<file path="src/hdl/ofmr_pkg.sv">
// Shared types, field widths and register codes for the frame mean removal unit.
`timescale 1ns / 1ps

package ofmr_pkg;

  localparam int VAL_W     = 23;  // result value, six fractional bits
  localparam int POS_W     = 6;   // position within padded frame
  localparam int FIDX_W    = 16;  // frame counter
  localparam int LEN_W     = 7;   // frame length / fill count
  localparam int SHIFT_W   = 8;   // frame shift / shift phase
  localparam int LOG_W     = 3;   // log2 of padded size
  localparam int FRAC_BITS = 6;
  localparam int CFG_W     = 8;
  localparam int CFG_IDX_W = 1;

  localparam logic [LEN_W-1:0]     FILL_SAT        = 7'd64;
  localparam logic [SHIFT_W-1:0]   SHIFT_RST       = 8'd32;
  localparam logic [CFG_IDX_W-1:0] REG_FRAME_LENGTH = 1'b0;
  localparam logic [CFG_IDX_W-1:0] REG_FRAME_SHIFT  = 1'b1;

  typedef struct packed {
    logic accept;   // input transfer this cycle
    logic sum;      // read ring and accumulate frame sum
    logic mean_ld;  // latch scaled mean, prefetch first entry
    logic emit;     // stream padded frame to the output register
  } dp_cmd_t;

  typedef struct packed {
    logic frame_end;  // current input sample closes a frame
    logic sum_done;   // all frame entries accumulated
    logic emit_done;  // last padded entry loaded into output register
  } dp_sts_t;

  // ceil(log2(l)) for 1 <= l <= 64
  function automatic logic [LOG_W-1:0] ceil_log2(input logic [LEN_W-1:0] l);
    logic [LOG_W-1:0] r;
    r = '0;
    for (int k = 0; k < LEN_W; k++) begin
      if (LEN_W'(1 << k) < l) r = r + 1'b1;
    end
    return r;
  endfunction

endpackage

</file>
<file path="src/hdl/ofmr_ram.sv">
// Generic single write port, single read port RAM with registered read data.
`timescale 1ns / 1ps

module ofmr_ram #(
  parameter int WIDTH = 16,
  parameter int DEPTH = 64
) (
  input  logic                     clk,
  input  logic                     we,
  input  logic [$clog2(DEPTH)-1:0] waddr,
  input  logic [WIDTH-1:0]         wdata,
  input  logic [$clog2(DEPTH)-1:0] raddr,
  output logic [WIDTH-1:0]         rdata
);

  logic [WIDTH-1:0] mem [DEPTH];

  always_ff @(posedge clk) begin
    if (we) begin
      mem[waddr] <= wdata;
    end
    rdata <= mem[raddr];
  end

endmodule

</file>
<file path="src/hdl/ofmr_datapath.sv">
// Datapath: sample ring, frame counters, sum/mean arithmetic and output register.
`timescale 1ns / 1ps

module ofmr_datapath import ofmr_pkg::*; #(
  parameter int MAX_PADDED  = 64,
  parameter int SAMPLE_BITS = 16
) (
  input  logic                          clk,
  input  logic                          rst_n,
  input  logic                          cfg_we,
  input  logic [CFG_IDX_W-1:0]          cfg_index,
  input  logic [CFG_W-1:0]              cfg_data,
  input  logic signed [SAMPLE_BITS-1:0] in_sample,
  input  logic                          in_start_of_signal,
  input  dp_cmd_t                       cmd,
  output dp_sts_t                       sts,
  input  logic                          out_ready,
  output logic                          out_valid,
  output logic signed [VAL_W-1:0]       out_value,
  output logic [POS_W-1:0]              out_position,
  output logic [FIDX_W-1:0]             out_frame_index,
  output logic                          out_last_of_frame
);

  // ring depth is the largest power of two not above MAX_PADDED
  localparam int AW    = $clog2(MAX_PADDED + 1) - 1;
  localparam int DEPTH = 1 << AW;
  localparam logic [LEN_W-1:0] MAX_LEN = LEN_W'(DEPTH);
  localparam logic [LOG_W-1:0] MAX_LOG = LOG_W'(AW);

  // configuration
  logic [LEN_W-1:0]   len_r;
  logic [LOG_W-1:0]   pad_r;
  logic [SHIFT_W-1:0] shift_r;
  logic [LEN_W-1:0]   len_in;
  logic [SHIFT_W-1:0] shift_eff;
  logic [LEN_W-1:0]   psize;

  // counters and pointers
  logic [LEN_W-1:0]   filled_r;
  logic [SHIFT_W-1:0] phase_r;
  logic [FIDX_W-1:0]  fc_r;
  logic [AW-1:0]      wp_r;
  logic [AW-1:0]      oldest_r;
  logic [FIDX_W-1:0]  fidx_r;
  logic [LEN_W-1:0]   idx_r;
  logic [LEN_W-1:0]   j_r;
  logic               pend_r;
  logic               data_ok_r;

  logic [LEN_W-1:0]   fill_b, fill_n;
  logic [SHIFT_W-1:0] phase_b, phase_n, ph1;
  logic [FIDX_W-1:0]  fc_b;
  logic               fe;

  // arithmetic
  logic signed [VAL_W-1:0]       acc_r;
  logic signed [VAL_W-1:0]       mean_r;
  logic signed [VAL_W-1:0]       rd_ext;
  logic signed [VAL_W-1:0]       value_nxt;
  logic [SAMPLE_BITS-1:0]        rd_data;
  logic signed [SAMPLE_BITS-1:0] rd_s;
  logic [AW-1:0]                 rd_addr;
  logic                          issue;
  logic                          load;
  logic                          is_last;

  // output register
  logic                    out_valid_r;
  logic signed [VAL_W-1:0] out_value_r;
  logic [POS_W-1:0]        out_pos_r;
  logic [FIDX_W-1:0]       out_fidx_r;
  logic                    out_last_r;

  // effective length: zero means one, clipped to the ring depth
  always_comb begin
    len_in = cfg_data[LEN_W-1:0];
    if (len_in == '0) begin
      len_in = LEN_W'(1);
    end else if (len_in > MAX_LEN) begin
      len_in = MAX_LEN;
    end
  end

  assign shift_eff = (shift_r == '0) ? SHIFT_W'(1) : shift_r;
  assign psize     = LEN_W'(1) << pad_r;

  always_ff @(posedge clk) begin
    if (!rst_n) begin
      len_r   <= MAX_LEN;
      pad_r   <= MAX_LOG;
      shift_r <= SHIFT_RST;
    end else if (cfg_we) begin
      case (cfg_index)
        REG_FRAME_LENGTH: begin
          len_r <= len_in;
          pad_r <= ceil_log2(len_in);
        end
        REG_FRAME_SHIFT: begin
          shift_r <= cfg_data[SHIFT_W-1:0];
        end
        default: begin
        end
      endcase
    end
  end

  // frame boundary for the sample on the input
  always_comb begin
    fill_b  = in_start_of_signal ? '0 : filled_r;
    phase_b = in_start_of_signal ? '0 : phase_r;
    fc_b    = in_start_of_signal ? '0 : fc_r;
    fill_n  = (fill_b < FILL_SAT) ? fill_b + 1'b1 : fill_b;
    ph1     = phase_b + 1'b1;
    if (fill_b < len_r) begin
      fe      = (fill_n == len_r);
      phase_n = fe ? '0 : phase_b;
    end else begin
      fe      = (ph1 >= shift_eff);
      phase_n = fe ? '0 : ph1;
    end
  end

  assign sts.frame_end = fe;

  // ring read: sum pass walks idx, emit pass walks j with one entry lookahead
  assign issue       = cmd.sum && (idx_r < len_r);
  assign out_valid   = out_valid_r;
  assign load        = cmd.emit && data_ok_r && (!out_valid_r || out_ready);
  assign is_last     = (j_r == psize - 1'b1);
  assign sts.sum_done  = (idx_r == len_r) && !pend_r;
  assign sts.emit_done = load && is_last;

  always_comb begin
    if (cmd.sum) begin
      rd_addr = oldest_r + idx_r[AW-1:0];
    end else begin
      rd_addr = oldest_r + j_r[AW-1:0] + AW'(load);
    end
  end

  ofmr_ram #(
    .WIDTH (SAMPLE_BITS),
    .DEPTH (DEPTH)
  ) u_ring (
    .clk   (clk),
    .we    (cmd.accept),
    .waddr (wp_r),
    .wdata (in_sample),
    .raddr (rd_addr),
    .rdata (rd_data)
  );

  assign rd_s      = rd_data;
  assign rd_ext    = VAL_W'(rd_s);
  assign value_nxt = (j_r < len_r) ? (rd_ext <<< FRAC_BITS) - mean_r : -mean_r;

  always_ff @(posedge clk) begin
    if (!rst_n) begin
      filled_r    <= '0;
      phase_r     <= '0;
      fc_r        <= '0;
      wp_r        <= '0;
      idx_r       <= '0;
      j_r         <= '0;
      pend_r      <= 1'b0;
      data_ok_r   <= 1'b0;
      out_valid_r <= 1'b0;
    end else begin
      if (cmd.accept) begin
        wp_r     <= wp_r + 1'b1;
        filled_r <= fill_n;
        phase_r  <= phase_n;
        fc_r     <= fe ? fc_b + 1'b1 : fc_b;
        if (fe) begin
          idx_r <= '0;
          j_r   <= '0;
        end
      end
      if (issue) begin
        idx_r <= idx_r + 1'b1;
      end
      pend_r    <= issue;
      data_ok_r <= cmd.mean_ld || cmd.emit;
      if (load) begin
        j_r <= j_r + 1'b1;
      end
      if (load) begin
        out_valid_r <= 1'b1;
      end else if (out_ready) begin
        out_valid_r <= 1'b0;
      end
    end
  end

  always_ff @(posedge clk) begin
    if (cmd.accept && fe) begin
      oldest_r <= wp_r + 1'b1 - len_r[AW-1:0];
      fidx_r   <= fc_b;
      acc_r    <= '0;
    end else if (pend_r) begin
      acc_r <= acc_r + rd_ext;
    end
    if (cmd.mean_ld) begin
      mean_r <= acc_r << (LOG_W'(FRAC_BITS) - pad_r);
    end
    if (load) begin
      out_value_r <= value_nxt;
      out_pos_r   <= j_r[POS_W-1:0];
      out_fidx_r  <= fidx_r;
      out_last_r  <= is_last;
    end
  end

  assign out_value         = out_value_r;
  assign out_position      = out_pos_r;
  assign out_frame_index   = out_fidx_r;
  assign out_last_of_frame = out_last_r;

`ifndef ASSERT_OFF
  a_pend_follows_sum: assert property (@(posedge clk) disable iff (!rst_n)
    pend_r |-> $past(cmd.sum))
    else $error("ring read pending without a sum command");

  a_data_ok_follows_prefetch: assert property (@(posedge clk) disable iff (!rst_n)
    data_ok_r |-> $past(cmd.mean_ld || cmd.emit))
    else $error("emit data marked good without a prefetch");

  a_out_from_emit: assert property (@(posedge clk) disable iff (!rst_n)
    $rose(out_valid_r) |-> $past(cmd.emit))
    else $error("output loaded outside the emit pass");
`endif

endmodule

</file>
<file path="src/hdl/ofmr_ctrl.sv">
// Controller: sequences sample intake, frame sum, mean latch and frame emission.
`timescale 1ns / 1ps

module ofmr_ctrl import ofmr_pkg::*; (
  input  logic    clk,
  input  logic    rst_n,
  input  logic    in_valid,
  output logic    in_ready,
  output dp_cmd_t cmd,
  input  dp_sts_t sts
);

  localparam logic [1:0] ST_IDLE = 2'd0;
  localparam logic [1:0] ST_SUM  = 2'd1;
  localparam logic [1:0] ST_MEAN = 2'd2;
  localparam logic [1:0] ST_EMIT = 2'd3;

  logic [1:0] state_r, state_nxt;

  assign in_ready    = (state_r == ST_IDLE);
  assign cmd.accept  = in_ready && in_valid;
  assign cmd.sum     = (state_r == ST_SUM);
  assign cmd.mean_ld = (state_r == ST_MEAN);
  assign cmd.emit    = (state_r == ST_EMIT);

  always_comb begin
    state_nxt = state_r;
    case (state_r)
      ST_IDLE: begin
        if (cmd.accept && sts.frame_end) state_nxt = ST_SUM;
      end
      ST_SUM: begin
        if (sts.sum_done) state_nxt = ST_MEAN;
      end
      ST_MEAN: begin
        state_nxt = ST_EMIT;
      end
      ST_EMIT: begin
        if (sts.emit_done) state_nxt = ST_IDLE;
      end
      default: begin
        state_nxt = ST_IDLE;
      end
    endcase
  end

  always_ff @(posedge clk) begin
    if (!rst_n) begin
      state_r <= ST_IDLE;
    end else begin
      state_r <= state_nxt;
    end
  end

`ifndef ASSERT_OFF
  a_sum_to_mean: assert property (@(posedge clk) disable iff (!rst_n)
    (state_r == ST_SUM) && sts.sum_done |=> (state_r == ST_MEAN))
    else $error("sum pass did not hand over to mean latch");
`endif

endmodule

</file>
<file path="src/hdl/overlapping_frame_mean_removal_unit.sv">
// Top level: overlapping frame extraction with mean removal, controller plus datapath.
`timescale 1ns / 1ps

// Channel  | Direction | Handshake             | Payload
// ---------+-----------+-----------------------+---------------------------------------------
// in_      | input     | in_valid / in_ready   | sample, start_of_signal
// out_     | output    | out_valid / out_ready | value, position, frame_index, last_of_frame
// cfg_     | input     | cfg_we (no wait)      | cfg_index, cfg_data
//
// A sample that closes no frame leaves the controller idle and the input ready. A
// sample that closes a frame of L samples padded to P entries holds the input through
// the sum pass over its L samples and the mean latch, then P entries at one per
// cycle. Both passes go through the single read port of the sample ring.
// Output stalls stretch the emit pass cycle for cycle; the output register lets the
// next sample transfer while the last entry of a frame still waits.
// rst_n is synchronous and active low; the ring is not cleared (its entries are
// only read after being written since start of signal).

module overlapping_frame_mean_removal_unit import ofmr_pkg::*; #(
  parameter int MAX_PADDED  = 64,
  parameter int SAMPLE_BITS = 16
) (
  input  logic                          clk,
  input  logic                          rst_n,
  // configuration writes
  input  logic                          cfg_we,
  input  logic [CFG_IDX_W-1:0]          cfg_index,
  input  logic [CFG_W-1:0]              cfg_data,
  // sample input
  input  logic                          in_valid,
  output logic                          in_ready,
  input  logic signed [SAMPLE_BITS-1:0] in_sample,
  input  logic                          in_start_of_signal,
  // frame output
  output logic                          out_valid,
  input  logic                          out_ready,
  output logic signed [VAL_W-1:0]       out_value,
  output logic [POS_W-1:0]              out_position,
  output logic [FIDX_W-1:0]             out_frame_index,
  output logic                          out_last_of_frame
);

  dp_cmd_t cmd;
  dp_sts_t sts;

  // sequencing: idle -> sum -> mean -> emit -> idle
  ofmr_ctrl u_ctrl (
    .clk      (clk),
    .rst_n    (rst_n),
    .in_valid (in_valid),
    .in_ready (in_ready),
    .cmd      (cmd),
    .sts      (sts)
  );

  // ring, counters, mean arithmetic and output register
  ofmr_datapath #(
    .MAX_PADDED  (MAX_PADDED),
    .SAMPLE_BITS (SAMPLE_BITS)
  ) u_dp (
    .clk                (clk),
    .rst_n              (rst_n),
    .cfg_we             (cfg_we),
    .cfg_index          (cfg_index),
    .cfg_data           (cfg_data),
    .in_sample          (in_sample),
    .in_start_of_signal (in_start_of_signal),
    .cmd                (cmd),
    .sts                (sts),
    .out_ready          (out_ready),
    .out_valid          (out_valid),
    .out_value          (out_value),
    .out_position       (out_position),
    .out_frame_index    (out_frame_index),
    .out_last_of_frame  (out_last_of_frame)
  );

`ifndef ASSERT_OFF
  // no new sample transfer while a frame is being summed, its mean latched or emitted
  a_no_intake_busy: assert property (@(posedge clk) disable iff (!rst_n)
    (cmd.sum || cmd.mean_ld || cmd.emit) |-> !in_ready)
    else $error("input ready while a frame is in progress");

  // the final entry of a frame ends the emit pass
  a_last_ends_frame: assert property (@(posedge clk) disable iff (!rst_n)
    sts.emit_done |=> out_valid && out_last_of_frame && !cmd.emit)
    else $error("last entry did not close the frame");
`endif

endmodule

</file>
<file path="config.mk">
export PLATFORM = sky130hd
export DESIGN_NAME = overlapping_frame_mean_removal_unit
export DESIGN_NICKNAME = d
export VERILOG_FILES = /design/src/hdl/ofmr_pkg.sv /design/src/hdl/ofmr_ram.sv /design/src/hdl/ofmr_datapath.sv /design/src/hdl/ofmr_ctrl.sv /design/src/hdl/overlapping_frame_mean_removal_unit.sv
export SDC_FILE = /design/constraint.sdc
export NUM_CORES = 2
export LEC_CHECK = 0
export BUFFER_PORTS_ARGS = -buffer_cell sky130_fd_sc_hd__buf_2
export CAP_MARGIN = 15
export CORE_MARGIN = 5
export CORE_UTILIZATION = 56
export CTS_CLUSTER_SIZE = 24
export DETAILED_ROUTE_END_ITERATION = 10
export PLACE_DENSITY = 0.77
export SYNTH_ARGS = -nofsm -noshare
export SYNTH_HDL_FRONTEND = slang
export SYNTH_SLANG_ARGS = --single-unit
</file>
<file path="constraint.sdc">
create_clock -name clk -period 6.55 [get_ports clk]
set_input_delay 0.3275 -clock clk [delete_from_list [all_inputs] [get_ports clk]]
set_output_delay 0.3275 -clock clk [all_outputs]
set_load 0.01 [all_outputs]
</file>
Yosys cells after proc, flatten, opt, wreduce, memory -nomap -nowiden
Memories as Yosys holds them, arrays and structs flattened. A register that Yosys moved wholly into a read port is not among the register bits.
Index checks and enable logic that the tools add are counted.
- add/subtract/negate cells: 21
- $lt $le $gt $ge: 13
- eq/ne operators: 9
- shifts and indexed selects: 2
- muxes and demuxes: 51
- bitwise logic cells: 1
- reductions and logical operators: 24
- operators with widths (operator ; number):
    $mux 3 ; 24
    $mux 7 ; 8
    $mux 8 ; 5
    $mux 16 ; 2
    $add 23x16->23 ; 1
    $mux 23 ; 1
    $neg 23->23 ; 1
    $shl 23x3->23 ; 1
    $sub 22x23->23 ; 1
    $add 7x1->7 const B ; 3
    $eq 7x7->1 ; 3
    $lt 7x7->1 ; 3
    $add 3x1->3 const B ; 6
    $add 16x1->16 const B ; 1
    $add 6x6->6 ; 2
    $reduce_bool 2->1 ; 5
    $add 8x1->8 const B ; 1
    $ge 8x8->1 ; 1
    $logic_not 8->1 ; 1
    $pmux 2 s4 ; 1
    $reduce_and 2->1 ; 4
    $gt 7x7->1 const B ; 1
    $logic_and 1x1->1 ; 7
    $logic_not 7->1 ; 1
    25 further kinds ; 37
- register bits after elaboration: 188
- memory bits (writable): 1024
- bits of input ports: 31
- output and inout port bits: 48
- memories kept: 1
- memory list (memory ; words ; width ; read ports ; clocked after Yosys merged registers in ; wr ports ; RTL line ; RTL):
    u_dp.u_ring.mem ; 64 ; 16 ; 1 ; 1 ; 1 ; ofmr_ram.sv:16 ; logic [WIDTH-1:0] mem [DEPTH];

Longest topological paths before layout
- depth after elaboration: 35
- depth in mapped cells: 16
- mapped depth without buffers: 14

Modules after synthesis
Synthesis repeated with hierarchy kept, for this count alone.
- cell total of the unflattened synthesis: 3197
- area total of the unflattened synthesis: 52362.7 um^2
- by module, submodules not included (module ; times used ; cells each ; area an instance (um^2) ; seq. area each (um^2)):
    ofmr_ram ; 1 ; 1829 ; 40042.2 ; 31069.8
    ofmr_datapath ; 1 ; 1349 ; 12150.4 ; 4634.4
    ofmr_ctrl ; 1 ; 19 ; 170.2 ; 40.0

Worst setup path before layout
Ideal clock, no wire load.
- path type: flip-flop to flip-flop
- from: register u_ctrl.state_r[0]
- to: register u_dp.u_ring.rdata[3] (read register of u_dp.u_ring.mem)
- setup time: 0.145 ns
- arrival: 4.800 ns
- data required time: 6.405 ns
- slack: 1.606 ns
- cell stages (with the launch flop): 15
- path buffers: 2
- clock period less this slack: 4.944 ns
- path through: dfxtp_1 > ha_1 > nand3_1 > clkinv_1 > fa_1 > inv_1 > fa_1 > mux2i_1 > clkbuf_1 > clkbuf_1 > mux4_2 > mux2i_1 > mux2i_1 > mux2i_1 > mux2i_1
- cells in the longest elaborated chain, start to end: 5
- elaborated cells on any way between the ends: 6
- those cells by class: add/sub (1); eq/ne (2); mux (1); reduce/logical (2)
- RTL lines (element ; RTL line ; RTL):
    start: declaration ; ofmr_ctrl.sv:18 ; logic [1:0] state_r, state_nxt;
    start signal: assignment ; ofmr_ctrl.sv:51 ; state_r <= state_nxt;
    $eq 2x2->1 ; ofmr_ctrl.sv:24 ; assign cmd.emit = (state_r == ST_EMIT);
    $logic_and 1x1->1 (2 in series) ; ofmr_datapath.sv:129 ; assign load = cmd.emit && data_ok_r && (!out_valid_r || out_ready);
    net u_dp.load ; ofmr_datapath.sv:65 ; logic load;
    $add 6x1->6 ; ofmr_datapath.sv:138 ; rd_addr = oldest_r + j_r[AW-1:0] + AW'(load);
    $mux 6 ; ofmr_datapath.sv:135 ; if (cmd.sum) begin
    end: declaration ; ofmr_ram.sv:13 ; output logic [WIDTH-1:0] rdata
The timed path passes the listed nets, and every way through them passes these cells.
A chain may end at the register's enable or synchronous reset.

Worst setup path in the final report
- from: register u_ctrl.state_r[0]
- to: register u_dp.u_ring.rdata[2] (read register of u_dp.u_ring.mem)
Same word-level chain as after synthesis.

==> results.rst <==
.. list-table::
   :header-rows: 1

   * - Metric
     - Value
   * - Net switching power of the design
     - 5.740 mW
   * - Share of the clock period used by the worst path after layout
     - 0.7732
   * - Post-synthesis async set-or-reset flop share
     - 0
   * - Post-Route Skew
     - 0.04899 ns
   * - Total internal power
     - 14.63 mW
   * - Static leakage power
     - 20.05 nW
   * - Deepest level of the CTS H-tree
     - 3
   * - Slew Viols, Final
     - 0
   * - Arrival @ worst endpoint
     - 5.63 ns
   * - Area fraction of the dominant cell type after synthesis
     - 0.6417
   * - Post-route DRC violation count
     - 1
   * - Clock Tree Root
     - sky130_fd_sc_hd__clkbuf_16
   * - EDFF count, synth
     - 1115
   * - Data required time of the worst path
     - 7.12 ns
   * - Core Rows
     - 112
   * - Path type of the worst min-delay path
     - in2reg
   * - Number of CTS-inserted buffers
     - 118
   * - I/O Pins
     - 79
   * - DP Cell Count
     - 4328
   * - Cell taking the most area after synthesis
     - sky130_fd_sc_hd__edfxtp_1
   * - Initial Utilization
     - 0.5616
   * - Proportion of layout cells with a drive suffix above 1
     - 0.2056
   * - Biggest fanout along the worst timing path
     - 33
   * - Final wirelength
     - 121600 um
   * - Violations in the final reports
     - DRC
   * - Fmax
     - 0.1974 GHz
   * - Mean cell area of the mapped netlist
     - 17.11 sq um
   * - Crit path launch type
     - flop
   * - X dimension of the die
     - 315.2 um
   * - Initial DRT Pass Iterations
     - 10
   * - Total number of vias
     - 28760
   * - Number of buffer and inverter instances along the worst setup path
     - 4
   * - Post-synthesis cell count
     - 3049
   * - Antenna-violating nets left
     - 0
   * - Clock tree from TritonCTS
     - done
   * - CP Cell Sequence
     - ha_1, nand3_1, inv_2, fa_1, inv_1, fa_1, mux2i_4, buf_12, buf_4, mux4_2, mux2i_1, mux2i_1, mux2i_1, mux2i_1
   * - Average wire length per cell after detail routing
     - 26.60 um
   * - Beginning of the worst register-to-register path
     - u_ctrl.state_r[0]
   * - Reg2reg setup slack
     - 1.49 ns
   * - Final min period
     - 5.065 ns
   * - Kind of critical path
     - reg2reg
   * - Clock latency at the later pin of the worst-skew pair
     - 0.71 ns
   * - Max VDD drop
     - 247.1 uV
   * - PortBufs
     - 78
   * - Most Frequent Cell on Critical Path
     - sky130_fd_sc_hd__mux2i_1
   * - Cell area after synthesis
     - 0.05217 sq mm
   * - Vertical die dimension
     - 315.2 um
   * - Post-route core utilization
     - 0.6330
   * - Count of cells along the worst hold path
     - 3
   * - Vias per cell
     - 6.292
   * - Total power density per cell area
     - 346.3 mW/mm^2
   * - Number of clock sinks
     - 1228
   * - Slowest CP cell
     - sky130_fd_sc_hd__mux2i_4
   * - Remaining Overflow, GRT
     - 0
   * - Final estimated routing congestion in global placement
     - 0.9143
   * - Half-perimeter wire length after placement
     - 71840 um
   * - Switching share of power
     - 0.2818
   * - Hold Vio Cnt, Final
     - 0
   * - Worst Max-Slew Pin Slew
     - 1.195 ns
   * - Final setup margin
     - 1.485 ns
   * - Final setup violating endpoints
     - 0
   * - Family with the most delay on the worst path
     - multiplexers
   * - Count of non-filler cells in the finished layout
     - 4571
   * - Worst max-slew margin expressed relative to the limit
     - 0.2022
   * - Largest stage delay on the critical path
     - 0.88 ns
   * - First-pass GRT wire length
     - 181000 um
   * - Part of the total power dissipated in the clock network
     - 0.333
   * - Run status
     - finished with violations
   * - Maximum number of pins on one net before global-route repair
     - 87
   * - Biggest area contributors in the synthesized netlist
     - sky130_fd_sc_hd__edfxtp_1 (64%), sky130_fd_sc_hd__mux4_2 (11%), sky130_fd_sc_hd__mux2i_1 (5.3%)
   * - Portion of the post-synthesis area used by sequential elements
     - 0.6851
   * - Overall track demand over capacity in global routing
     - 0.2425
   * - Worst setup EP type
     - flop
   * - Logic gate share of total power
     - 0.218
   * - Endpoint of the lowest-slack register-to-register path
     - u_dp.u_ring.rdata[2]
   * - Count of cells along the worst register-to-register path
     - 14
   * - Sequential fraction of design power
     - 0.449
   * - Distinct cells, synth
     - 77
   * - DRT iter0 DRCs
     - 3481
   * - CTS resizes
     - 0
   * - Via count of the first global-routing pass
     - 28980
   * - Area of the die
     - 0.09937 sq mm
   * - Max clock buf depth
     - 3
   * - Count of maximum capacitance violations
     - 0
   * - Post-synthesis net count
     - 3182
   * - Worst Setup Slack post-DPL
     - 1.458 ns
   * - Count of antenna diodes in the layout
     - 0
   * - Core outline area
     - 0.09291 sq mm
   * - Hold Path Sink
     - u_dp.shift_r[7]
   * - Setup Buffers After CTS
     - 0
   * - NumNets Final
     - 3355
   * - Clock Pin Slew Worst Setup and Hold Paths
     - 0.06 ns
   * - Number of warning messages in the yosys log
     - 0
   * - Antenna violations before repair
     - 0
   * - Prevailing post-synth register cell
     - sky130_fd_sc_hd__edfxtp_1
   * - Synth-to-Final Area Change
     - 12.72%
   * - #FFs+latches synth
     - 1228
   * - Unrepaired setup endpoints after global routing
     - false
   * - Total Neg Setup Slack
     - 0 ns
   * - Min-Delay Startpoint
     - cfg_index
[Yosys cell counts, drive strengths merged (24+ instances only)]
| master | count |
|---|---|
| a21oi | 77 |
| buf | 56 |
| clkbuf | 91 |
| dfxtp | 113 |
| edfxtp | 1115 |
| ha | 97 |
| inv | 69 |
| mux2i | 277 |
| mux4 | 257 |
| nand2 | 148 |
| nand3 | 54 |
| nor2 | 137 |
| nor2b | 49 |
| nor3 | 24 |
| o21ai | 84 |
| xnor2 | 61 |
| xor2 | 24 |
[power by group through the flow]
stage	clock network (mW)	registers (mW)	logic, mW
6_report	6.78	9.14	4.45
3_5_place_dp	0	9.30	4.37
3_3_place_gp	0	9.28	4.24
4_1_cts	6.86	9.13	4.41
2_1_floorplan	0	9.11	3.14
5_1_grt	7.22	9.15	4.80
[cell families after synthesis]
family          Yosys count  share of synthesized area
xor+xnor                 85                    0.01427
fa+ha+maj               102                    0.02518
compound gates          336                    0.04185
flops                  1228                     0.6851
simple gates            534                    0.05024
buf+inv                 217                    0.01647
mux                     547                     0.1669
[per-stage QoR]
stage,cell area [sq um],hold WS [ns],power [mW]
final,58810,0.04237,20.37
after global routing,58810,0.01913,21.17
after CTS,58520,0.008807,20.40
after detailed placement,54530,0.4045,13.67
after global placement,54530,0.4031,13.53
after floorplan,52170,0.4003,12.26
[layout by cell type (no fill, tap or decap), drive strengths merged, types with 47 or more instances in the layout]
cell and n:
edfxtp 1115, mux4 257, nand3 54, dfxtp 113, xnor2 61, nor2 137
buf 186, mux2i 277, nand2 148, a21oi 77, inv 76, clkbuf 144
nor2b 49, ha 97, clkinv 47, o21ai 84
[worst reg2reg max path, cell delays in order, from the launching register on]
cell,delay [ns]
sky130_fd_sc_hd__dfxtp_1,0.34
sky130_fd_sc_hd__ha_1,0.25
sky130_fd_sc_hd__nand3_1,0.29
sky130_fd_sc_hd__inv_2,0.10
sky130_fd_sc_hd__fa_1,0.47
sky130_fd_sc_hd__inv_1,0.09
sky130_fd_sc_hd__fa_1,0.45
sky130_fd_sc_hd__mux2i_4,0.88
sky130_fd_sc_hd__buf_12,0.36
sky130_fd_sc_hd__buf_4,0.38
sky130_fd_sc_hd__mux4_2,0.34
sky130_fd_sc_hd__mux2i_1,0.27
sky130_fd_sc_hd__mux2i_1,0.21
sky130_fd_sc_hd__mux2i_1,0.40
sky130_fd_sc_hd__mux2i_1,0.12
[layout make-up]
cell class / count / area, sq um
sequential: 1228 / 35740
fill: 6204 / 34100
multi-input combinational: 1604 / 15710
clock buffer: 144 / 3103
timing repair buffer: 200 / 1662
tap: 1254 / 1569
clock inverter: 71 / 759.5
inverter: 70 / 262.8
[how the worst max path moves through the flow]
stage                                  from              endpoint  depth (start not counted)  slack [ns]
after floorplan           u_ctrl.state_r[0]  u_dp.u_ring.rdata[3]                         14        1.61
final                     u_ctrl.state_r[0]  u_dp.u_ring.rdata[2]                         14        1.49
after global placement            out_ready  u_dp.u_ring.rdata[2]                         15        1.44
after CTS                 u_ctrl.state_r[0]  u_dp.u_ring.rdata[0]                         14        1.45
after global routing      u_ctrl.state_r[0]  u_dp.u_ring.rdata[2]                         14        1.24
after detailed placement  u_ctrl.state_r[0]  u_dp.u_ring.rdata[2]                         14        1.46
[what timing repair did]
| action | 4_1_cts | 5_1_grt |
|---|---|---|
| hold buffers | 13 | 1 |
| endpoints found under the hold margin | 10 | 9 |
| setup endpoints to repair | 0 | 0 |
[flip-flops by register name, indices dropped and copies added, names as in the netlist, 6 cells and up]
register,cells
u_dp.acc_r,23
u_dp.fidx_r,16
u_dp.filled_r,7
u_dp.wp_r,6
u_dp.len_r,7
u_dp.mean_r,23
u_dp.oldest_r,6
u_dp.u_ring.mem,1024
u_dp.phase_r,8
u_dp.u_ring.rdata,16
u_dp.idx_r,7
u_dp.out_value,23
u_dp.out_position,6
u_dp.fc_r,16
u_dp.shift_r,8
u_dp.out_frame_index,16
u_dp.j_r,7
[routing by layer]
layer | vias to the layer above | global-route usage | part of all wire
li1 | 12400 | - | -
met1 | 14700 | 0.3270 | 0.39
met2 | 1412 | 0.4086 | 0.50
met3 | 243 | 0.04437 | 0.087
met4 | 0 | 0.07374 | 0.032
met5 | - | 0 | 0
No activity file was read; power rests on OpenSTA's default activity.
